==> src/design/alsc_pkg.sv <==
`timescale 1ns / 1ps
`default_nettype none
package alsc_pkg;

	localparam int SWITCH_COUNT = 6;
	localparam int SPECIAL_PIN = 6;
	localparam int BLOCK_SPECIAL = 6;
	localparam int BLOCK_DIM_DOWN = 8;
	localparam int BLOCK_DIM_UP = 9;

	localparam logic [5:0] DIM_MAX = 6'h3f;
	localparam logic [5:0] DEVICE_ID_RESET = 6'h01;
	localparam logic [5:0] REPLY_NONE = 6'd0;
	localparam logic [5:0] REPLY_YES = 6'd1;
	localparam logic [5:0] REPLY_NO = 6'd2;

	localparam logic ITEM_BYTE = 1'b0;
	localparam logic ITEM_TICK = 1'b1;

	localparam logic [5:0] CMD_READ_LINE = 6'h01;
	localparam logic [5:0] CMD_LINE_ON = 6'h02;
	localparam logic [5:0] CMD_LINE_OFF = 6'h03;
	localparam logic [5:0] CMD_READ_BLOCK = 6'h04;
	localparam logic [5:0] CMD_SET_BLOCK = 6'h05;
	localparam logic [5:0] CMD_CLR_BLOCK = 6'h06;
	localparam logic [5:0] CMD_SET_DIM = 6'h07;
	localparam logic [5:0] CMD_READ_DIM = 6'h08;
	localparam logic [5:0] CMD_LINE_TOGGLE = 6'h09;

	typedef enum logic [1:0] {
		HEAD_DEVICE = 2'b00,
		HEAD_LINE = 2'b01,
		HEAD_COMMAND = 2'b10,
		HEAD_REPLY = 2'b11
	} head_t;

	typedef enum logic [1:0] {
		FRM_IDLE = 2'd0,
		FRM_ADDRESSED = 2'd1,
		FRM_LINE = 2'd2
	} frame_t;

	typedef struct packed {
		logic cmd;
		logic [7:0] rx_byte;
		logic [7:0] switch_pins;
		logic dim_down_n;
		logic dim_up_n;
	} item_t;

	typedef struct packed {
		logic reply_valid;
		logic [5:0] reply_byte;
		logic [7:0] lines;
		logic [5:0] dim_level;
		logic dim_down_enable;
		logic dim_up_enable;
		logic special_send;
	} result_t;

	// lines 1..16 map to bits 0..15, anything else names no bit
	function automatic logic [15:0] line_mask(input logic [5:0] n);
		logic [15:0] m;
		m = 16'd0;
		if (n >= 6'd1 && n <= 6'd16) begin
			m = 16'd1 << (n - 6'd1);
		end
		return m;
	endfunction

endpackage
`default_nettype wire

==> src/design/addressed_light_switch_controller_core.sv <==
// an accepted item is held in the input register; its result enters the result register once that register can advance
// throughput: one item per cycle while out_stall is low, set by the single state update between the
//   input register and the result register
// reset: arst_n clears framer, line, block, dim and pin history; device id becomes 1
`timescale 1ns / 1ps
`default_nettype none
module addressed_light_switch_controller_core (
	input wire logic clk,
	input wire logic arst_n,
	input wire logic cfg_wr_en,
	input wire logic [5:0] cfg_wr_data,
	input wire logic in_valid,
	output logic in_stall,
	input wire logic cmd,
	input wire logic [7:0] rx_byte,
	input wire logic [7:0] switch_pins,
	input wire logic dim_down_n,
	input wire logic dim_up_n,
	output logic out_valid,
	input wire logic out_stall,
	output logic reply_valid,
	output logic [5:0] reply_byte,
	output logic [7:0] lines,
	output logic [5:0] dim_level,
	output logic dim_down_enable,
	output logic dim_up_enable,
	output logic special_send
);
	import alsc_pkg::*;

	item_t in_item;
	item_t item_s1;
	logic valid_s1;
	logic advance;
	result_t res_s2;

	assign in_item = '{cmd: cmd, rx_byte: rx_byte, switch_pins: switch_pins,
		dim_down_n: dim_down_n, dim_up_n: dim_up_n};

	alsc_in_reg u_in_reg (
		.clk(clk),
		.arst_n(arst_n),
		.in_valid(in_valid),
		.in_stall(in_stall),
		.in_item(in_item),
		.advance(advance),
		.valid_s1(valid_s1),
		.item_s1(item_s1)
	);

	alsc_proc u_proc (
		.clk(clk),
		.arst_n(arst_n),
		.cfg_wr_en(cfg_wr_en),
		.cfg_wr_data(cfg_wr_data),
		.valid_s1(valid_s1),
		.item_s1(item_s1),
		.advance(advance),
		.out_stall(out_stall),
		.out_valid_s2(out_valid),
		.res_s2(res_s2)
	);

	assign reply_valid = res_s2.reply_valid;
	assign reply_byte = res_s2.reply_byte;
	assign lines = res_s2.lines;
	assign dim_level = res_s2.dim_level;
	assign dim_down_enable = res_s2.dim_down_enable;
	assign dim_up_enable = res_s2.dim_up_enable;
	assign special_send = res_s2.special_send;

endmodule
`default_nettype wire

==> src/design/alsc_in_reg.sv <==
`timescale 1ns / 1ps
`default_nettype none
module alsc_in_reg (
	input wire logic clk,
	input wire logic arst_n,
	input wire logic in_valid,
	output logic in_stall,
	input wire alsc_pkg::item_t in_item,
	input wire logic advance,
	output logic valid_s1,
	output alsc_pkg::item_t item_s1
);
	import alsc_pkg::*;

	assign in_stall = valid_s1 && !advance;

	always_ff @(posedge clk or negedge arst_n) begin
		if (!arst_n) begin
			valid_s1 <= 1'b0;
		end else if (!in_stall) begin
			valid_s1 <= in_valid;
		end
	end

	always_ff @(posedge clk) begin
		if (in_valid && !in_stall) begin
			item_s1 <= in_item;
		end
	end

endmodule
`default_nettype wire

==> src/design/alsc_proc.sv <==
`timescale 1ns / 1ps
`default_nettype none
module alsc_proc (
	input wire logic clk,
	input wire logic arst_n,
	input wire logic cfg_wr_en,
	input wire logic [5:0] cfg_wr_data,
	input wire logic valid_s1,
	input wire alsc_pkg::item_t item_s1,
	output logic advance,
	input wire logic out_stall,
	output logic out_valid_s2,
	output alsc_pkg::result_t res_s2
);
	import alsc_pkg::*;

	logic [5:0] device_id_q;
	frame_t frame_q;
	logic [5:0] line_num_q;
	logic [7:0] line_state_q;
	logic [15:0] block_q;
	logic [5:0] dim_q;
	logic [7:0] prev_pins_q;

	frame_t frame_d;
	logic [5:0] line_num_d;
	logic [7:0] line_state_d;
	logic [15:0] block_d;
	logic [5:0] dim_d;
	logic [7:0] prev_pins_d;
	result_t res_d;
	logic fire;

	assign advance = !out_valid_s2 || !out_stall;
	assign fire = valid_s1 && advance;

	always_comb begin
		logic [1:0] head;
		logic [5:0] body;
		logic [15:0] m;
		logic [7:0] lm;
		logic [7:0] pins;
		frame_d = frame_q;
		line_num_d = line_num_q;
		line_state_d = line_state_q;
		block_d = block_q;
		dim_d = dim_q;
		prev_pins_d = prev_pins_q;
		res_d = '0;
		head = item_s1.rx_byte[7:6];
		body = item_s1.rx_byte[5:0];
		m = line_mask(line_num_q);
		lm = m[7:0];
		pins = item_s1.switch_pins;
		res_d.reply_byte = REPLY_NONE;
		if (item_s1.cmd == ITEM_BYTE) begin
			if (head != HEAD_DEVICE && frame_q != FRM_IDLE) begin
				if (head == HEAD_LINE) begin
					line_num_d = body;
					frame_d = FRM_LINE;
				end else if (head == HEAD_COMMAND && frame_q == FRM_LINE) begin
					frame_d = FRM_IDLE;
					unique case (body)
						CMD_READ_LINE: begin
							res_d.reply_valid = 1'b1;
							res_d.reply_byte = |(line_state_q & lm) ? REPLY_YES : REPLY_NO;
						end
						CMD_LINE_ON: line_state_d = line_state_q | lm;
						CMD_LINE_OFF: line_state_d = line_state_q & ~lm;
						CMD_READ_BLOCK: begin
							res_d.reply_valid = 1'b1;
							res_d.reply_byte = |(block_q & m) ? REPLY_YES : REPLY_NO;
						end
						CMD_SET_BLOCK: block_d = block_q | m;
						CMD_CLR_BLOCK: block_d = block_q & ~m;
						CMD_SET_DIM: dim_d = line_num_q & DIM_MAX;
						CMD_READ_DIM: begin
							res_d.reply_valid = 1'b1;
							res_d.reply_byte = dim_q;
						end
						CMD_LINE_TOGGLE: line_state_d = line_state_q ^ lm;
						default: ;
					endcase
				end
			end else if (body == device_id_q) begin
				frame_d = FRM_ADDRESSED;
			end else begin
				frame_d = FRM_IDLE;
			end
		end else begin
			// lowering first, raising judged on the lowered level
			if (dim_d != 6'd0 && !block_q[BLOCK_DIM_DOWN]) begin
				res_d.dim_down_enable = 1'b1;
				if (!item_s1.dim_down_n) begin
					dim_d = dim_d - 6'd1;
				end
			end
			if (dim_d != DIM_MAX && !block_q[BLOCK_DIM_UP]) begin
				res_d.dim_up_enable = 1'b1;
				if (!item_s1.dim_up_n) begin
					dim_d = dim_d + 6'd1;
				end
			end
			for (int i = 0; i < 8; i++) begin
				if (i < SWITCH_COUNT && !block_q[i] && !pins[i] && prev_pins_q[i]) begin
					line_state_d[i] = ~line_state_q[i];
				end
			end
			res_d.special_send = !pins[SPECIAL_PIN] && prev_pins_q[SPECIAL_PIN]
				&& !block_q[BLOCK_SPECIAL];
			prev_pins_d = pins;
		end
		res_d.lines = line_state_d;
		res_d.dim_level = dim_d;
	end

	always_ff @(posedge clk or negedge arst_n) begin
		if (!arst_n) begin
			device_id_q <= DEVICE_ID_RESET;
		end else if (cfg_wr_en) begin
			device_id_q <= cfg_wr_data;
		end
	end

	always_ff @(posedge clk or negedge arst_n) begin
		if (!arst_n) begin
			frame_q <= FRM_IDLE;
			line_num_q <= 6'd0;
			line_state_q <= 8'd0;
			block_q <= 16'd0;
			dim_q <= 6'd0;
			prev_pins_q <= 8'd0;
		end else if (fire) begin
			frame_q <= frame_d;
			line_num_q <= line_num_d;
			line_state_q <= line_state_d;
			block_q <= block_d;
			dim_q <= dim_d;
			prev_pins_q <= prev_pins_d;
		end
	end

	always_ff @(posedge clk or negedge arst_n) begin
		if (!arst_n) begin
			out_valid_s2 <= 1'b0;
		end else if (advance) begin
			out_valid_s2 <= valid_s1;
		end
	end

	always_ff @(posedge clk) begin
		if (fire) begin
			res_s2 <= res_d;
		end
	end

endmodule
`default_nettype wire

==> config.mk <==
export PLATFORM = sky130hd
export DESIGN_NAME = addressed_light_switch_controller_core
export DESIGN_NICKNAME = d
export VERILOG_FILES = /design/src/design/alsc_pkg.sv /design/src/design/addressed_light_switch_controller_core.sv /design/src/design/alsc_in_reg.sv /design/src/design/alsc_proc.sv
export SDC_FILE = /design/constraint.sdc
export NUM_CORES = 1
export LEC_CHECK = 0
export BUFFER_PORTS_ARGS = -buffer_cell sky130_fd_sc_hd__buf_2
export CORE_ASPECT_RATIO = 0.5
export CORE_MARGIN = 2
export CORE_UTILIZATION = 50
export DETAILED_ROUTE_END_ITERATION = 10
export GPL_TIMING_DRIVEN = 0
export PLACE_DENSITY = 0.69
export RECOVER_POWER = 50
export REMOVE_ABC_BUFFERS = 1
export SYNTH_ARGS = -nofsm -noshare
export SYNTH_HDL_FRONTEND = slang
export SYNTH_SLANG_ARGS = --single-unit
==> constraint.sdc <==
create_clock -name clk -period 4.4 [get_ports clk]
set_clock_uncertainty 0.2 [all_clocks]
set_input_delay 0.44 -clock clk [delete_from_list [all_inputs] [get_ports clk]]
set_output_delay 0.44 -clock clk [all_outputs]
set_load 0.01 [all_outputs]
==> impl_metrics.json <==
{
  "outcome": "complete, but fails checks",
  "violations": "max-capacitance violations, max-slew violations",
  "min_path_cells": 1,
  "drc": 0,
  "cp.arrival_ns": 4.11,
  "clk_pin_slew_ns": 0.07,
  "grtUsageMet1_pct": 32.2,
  "maxCapViolations": 2,
  "synthFlopType": "dfrtp_1",
  "synthCells": 533,
  "grt_overflow": 0,
  "die_x_um": 152,
  "rsz0062_at_grt": "no",
  "cts_buffers": 9,
  "clk_latency_ns": 0.35,
  "async_reset_ff_share_pct": 55.8,
  "grt_first_pass_wirelength_um": 20500,
  "timing.fmax_mhz": 245,
  "crit_fanout": 18,
  "start_util_pct": 52.6,
  "rows": 26,
  "num_vias": 4218,
  "gp_congestion": 0.886,
  "coreArea_um2": 10400,
  "wl_um": 12600,
  "slowest_delay_ns": 0.77,
  "synth_cell_types": 70,
  "first_pass_iters": 5,
  "instances_no_fill": 719,
  "path_cells": "inv_1 > ha_1 > o21bai_1 > a221o_1 > nor3_2 > nand2_1 > ha_1 > a22oi_1 > o21ai_0 > mux2_2 > mux2_2",
  "busiest_layer": "met2",
  "placed_area_um2": 5840,
  "syn-mean-instance-area_um2": 10.3,
  "reg2reg_depth": 11,
  "synth_area_um2": 5490,
  "fin_area_um2": 6150,
  "setup_viol": 0,
  "placed_cells": 701,
  "slew_headroom_pct": -103,
  "start_kind": "flip-flop",
  "grt_max_degree": 54,
  "multi_input_area_um2": 2730,
  "period_minus_slack_ns": 4.08,
  "synth_seq_cells": 95,
  "synth_edf_count": 42,
  "synth_warnings": 0,
  "track_usage_pct": 22.0,
  "postRouteAntennaNets": 0,
  "fillCellCount": 905,
  "critical-path-slowest-cell": "dfrtp_1",
  "drv_slew": 73,
  "grtUsageMet3_pct": 5.41,
  "path_class": "reg -> reg",
  "seqCellArea_um2": 2590,
  "cts_tree": "built",
  "p_leak_nw": 2.46,
  "seq_area_frac_synth_pct": 47.1,
  "fin_crit_sh_pct": 92.7,
  "port_buffers": 54,
  "cp.required_ns": 4.44,
  "clock-sinks": 95,
  "clock_tree.root_cell": "clkbuf_16",
  "area_delta_synth_final_pct": 12.0,
  "wire_per_inst_um": 17.6,
  "grt_pass1_vias": 3926,
  "cp-end-kind": "flip-flop",
  "hold_buffers": 0,
  "antenna_found_initial": 0,
  "worstMarginPinSlew_ns": 3.05,
  "grt_util_met2_pct": 32.9,
  "holdCritPathClass": "in -> reg",
  "max-vdd-ir-drop_v": 0.000240,
  "nNetsFinal": 626,
  "diodes": 0,
  "ios": 56,
  "die-area_um2": 11900,
  "cts_buffer_depth": 2,
  "fin_setup_tns_ns": 0,
  "layout-drive-gt1-share_pct": 17.4,
  "dp.final_hpwl_um": 8450,
  "via_per_inst": 5.87,
  "dr.first_iter.drc_count": 310,
  "die_h_um": 78.1,
  "p_per_area_nw_per_um2": 483,
  "hold_viol_final": 0,
  "htreeDepth": 3
}
-- per-stage QoR --
stage                     setup WS, ns  power [W]  hold slack (ns)  util (%)
after floorplan                  0.896    0.00188          -0.0556         -
after global placement          0.0827    0.00213            0.276      55.8
after detailed placement         0.143    0.00216            0.286      55.9
after CTS                        0.167    0.00297           0.0490      58.8
after global routing             0.109    0.00316           0.0497      58.9
final                            0.323    0.00297           0.0580      58.9
-- final timing paths --
check | startpoint | end | slack (ns)
worst max-delay path | u_proc.line_num_q[0]$_DFFE_PN0P_ | u_proc.line_state_q[7]$_DFFE_PN0P_ | 0.32
worst min-delay path | switch_pins[4] | u_in_reg.item_s1[6]$_DFFE_PP_ | 0.06
worst max register to register | u_proc.line_num_q[0]$_DFFE_PN0P_ | u_proc.line_state_q[7]$_DFFE_PN0P_ | 0.32
worst min register to register | u_proc.prev_pins_q[6]$_DFFE_PN0P_ | u_proc.prev_pins_q[6]$_DFFE_PN0P_ | 0.30
max in group asynchronous | arst_n | u_proc.dim_q[0]$_DFFE_PN0P_ | 1.39
min in group asynchronous | arst_n | u_proc.prev_pins_q[6]$_DFFE_PN0P_ | 0.89
-- where the power goes --
part / switching (W) / internal, W
clock: 0.000333 / 0.000476
combinational: 0.000541 / 0.000354
sequential: 0.000194 / 0.00108
total: 0.00107 / 0.00191
-- final cells by class --
| type | count | area share (%) |
|---|---|---|
| Tap cell | 140 | 2.85 |
| Clock inverter | 3 | 0.712 |
| Inverter | 20 | 1.22 |
| Sequential cell | 95 | 42.1 |
| Multi-Input combinational cell | 391 | 44.4 |
| Clock buffer | 13 | 4.25 |
| Timing Repair Buffer | 57 | 4.54 |
-- cell families (layout without fill, tap and decap cells) --
family,count (synthesis),after routing,share of synthesized area (%)
fa+ha+maj,22,22,5.01
simple gates,188,188,17.7
compound gates,112,112,13.3
flops,95,95,47.1
buf+inv,47,93,3.46
xor+xnor,13,13,2.07
mux,56,56,11.3
-- cell usage after synthesis, types with 3 or more instances --
master / number / area (um^2)
a211oi_1: 7 / 52.6
a21oi_1: 26 / 130
a22oi_1: 3 / 22.5
a31oi_1: 10 / 62.6
and2_1: 5 / 31.3
buf_1: 3 / 11.3
buf_2: 8 / 40.0
clkbuf_1: 15 / 56.3
dfrtp_1: 52 / 1300
edfxtp_1: 42 / 1260
ha_1: 22 / 275
inv_1: 20 / 75.1
mux2_2: 39 / 439
mux2i_1: 16 / 160
nand2_1: 55 / 206
nand2b_1: 11 / 68.8
nand3_1: 13 / 65.1
nand4_1: 6 / 37.5
nor2_1: 50 / 188
nor2b_1: 4 / 25.0
nor3_1: 11 / 55.1
nor3b_1: 3 / 22.5
nor4_1: 6 / 37.5
o211ai_1: 3 / 22.5
o21ai_0: 26 / 130
o31ai_1: 11 / 82.6
xnor2_1: 8 / 70.1
xor2_1: 5 / 43.8
-- cells in the final DEF, fill, tap and decap left out, types with 3 or more instances in the layout --
cell | netlist | layout
a31oi_1 | 10 | 10
inv_1 | 20 | 19
nand2_1 | 55 | 55
clkbuf_16 | 0 | 10
nand4_1 | 6 | 6
xor2_1 | 5 | 5
o31ai_1 | 11 | 11
a21oi_1 | 26 | 26
xnor2_1 | 8 | 8
nor2b_1 | 4 | 4
mux2i_1 | 16 | 16
a211oi_1 | 7 | 7
mux2_2 | 39 | 39
ha_1 | 22 | 22
nor4_1 | 6 | 5
a22oi_1 | 3 | 3
o21ai_0 | 26 | 26
nor2_1 | 50 | 50
clkbuf_1 | 15 | 30
nand2b_1 | 11 | 11
nor3_1 | 11 | 9
and2_1 | 5 | 4
edfxtp_1 | 42 | 42
o211ai_1 | 3 | 3
nand3_1 | 13 | 13
dfrtp_1 | 52 | 52
nor3b_1 | 3 | 3
buf_2 | 8 | 27
-- repair_timing --
action / 4_1_cts / 5_1_grt
gates resized for setup: 0 / 2
buffers inserted: 0 / 0
setup endpoints to repair: 0 / 8
-- worst max-delay path: cells and delay by family (launching register included) --
kind,cells,cell delay (ns)
multiplexers,2,0.54
flip-flops,1,0.77
buffers and inverters,1,0.33
adder cells (fa/ha/maj),2,0.66
AND/OR/NAND/NOR,2,0.55
AO/OA/AOI/OAI,4,0.91
-- metal layers --
layer	vias up	share of wire [%]
met2	144	44
li1	2042	-
met3	20	5.7
met4	0	1.4
met5	-	0
met1	2012	49
Power figures use the tool's default switching activity.
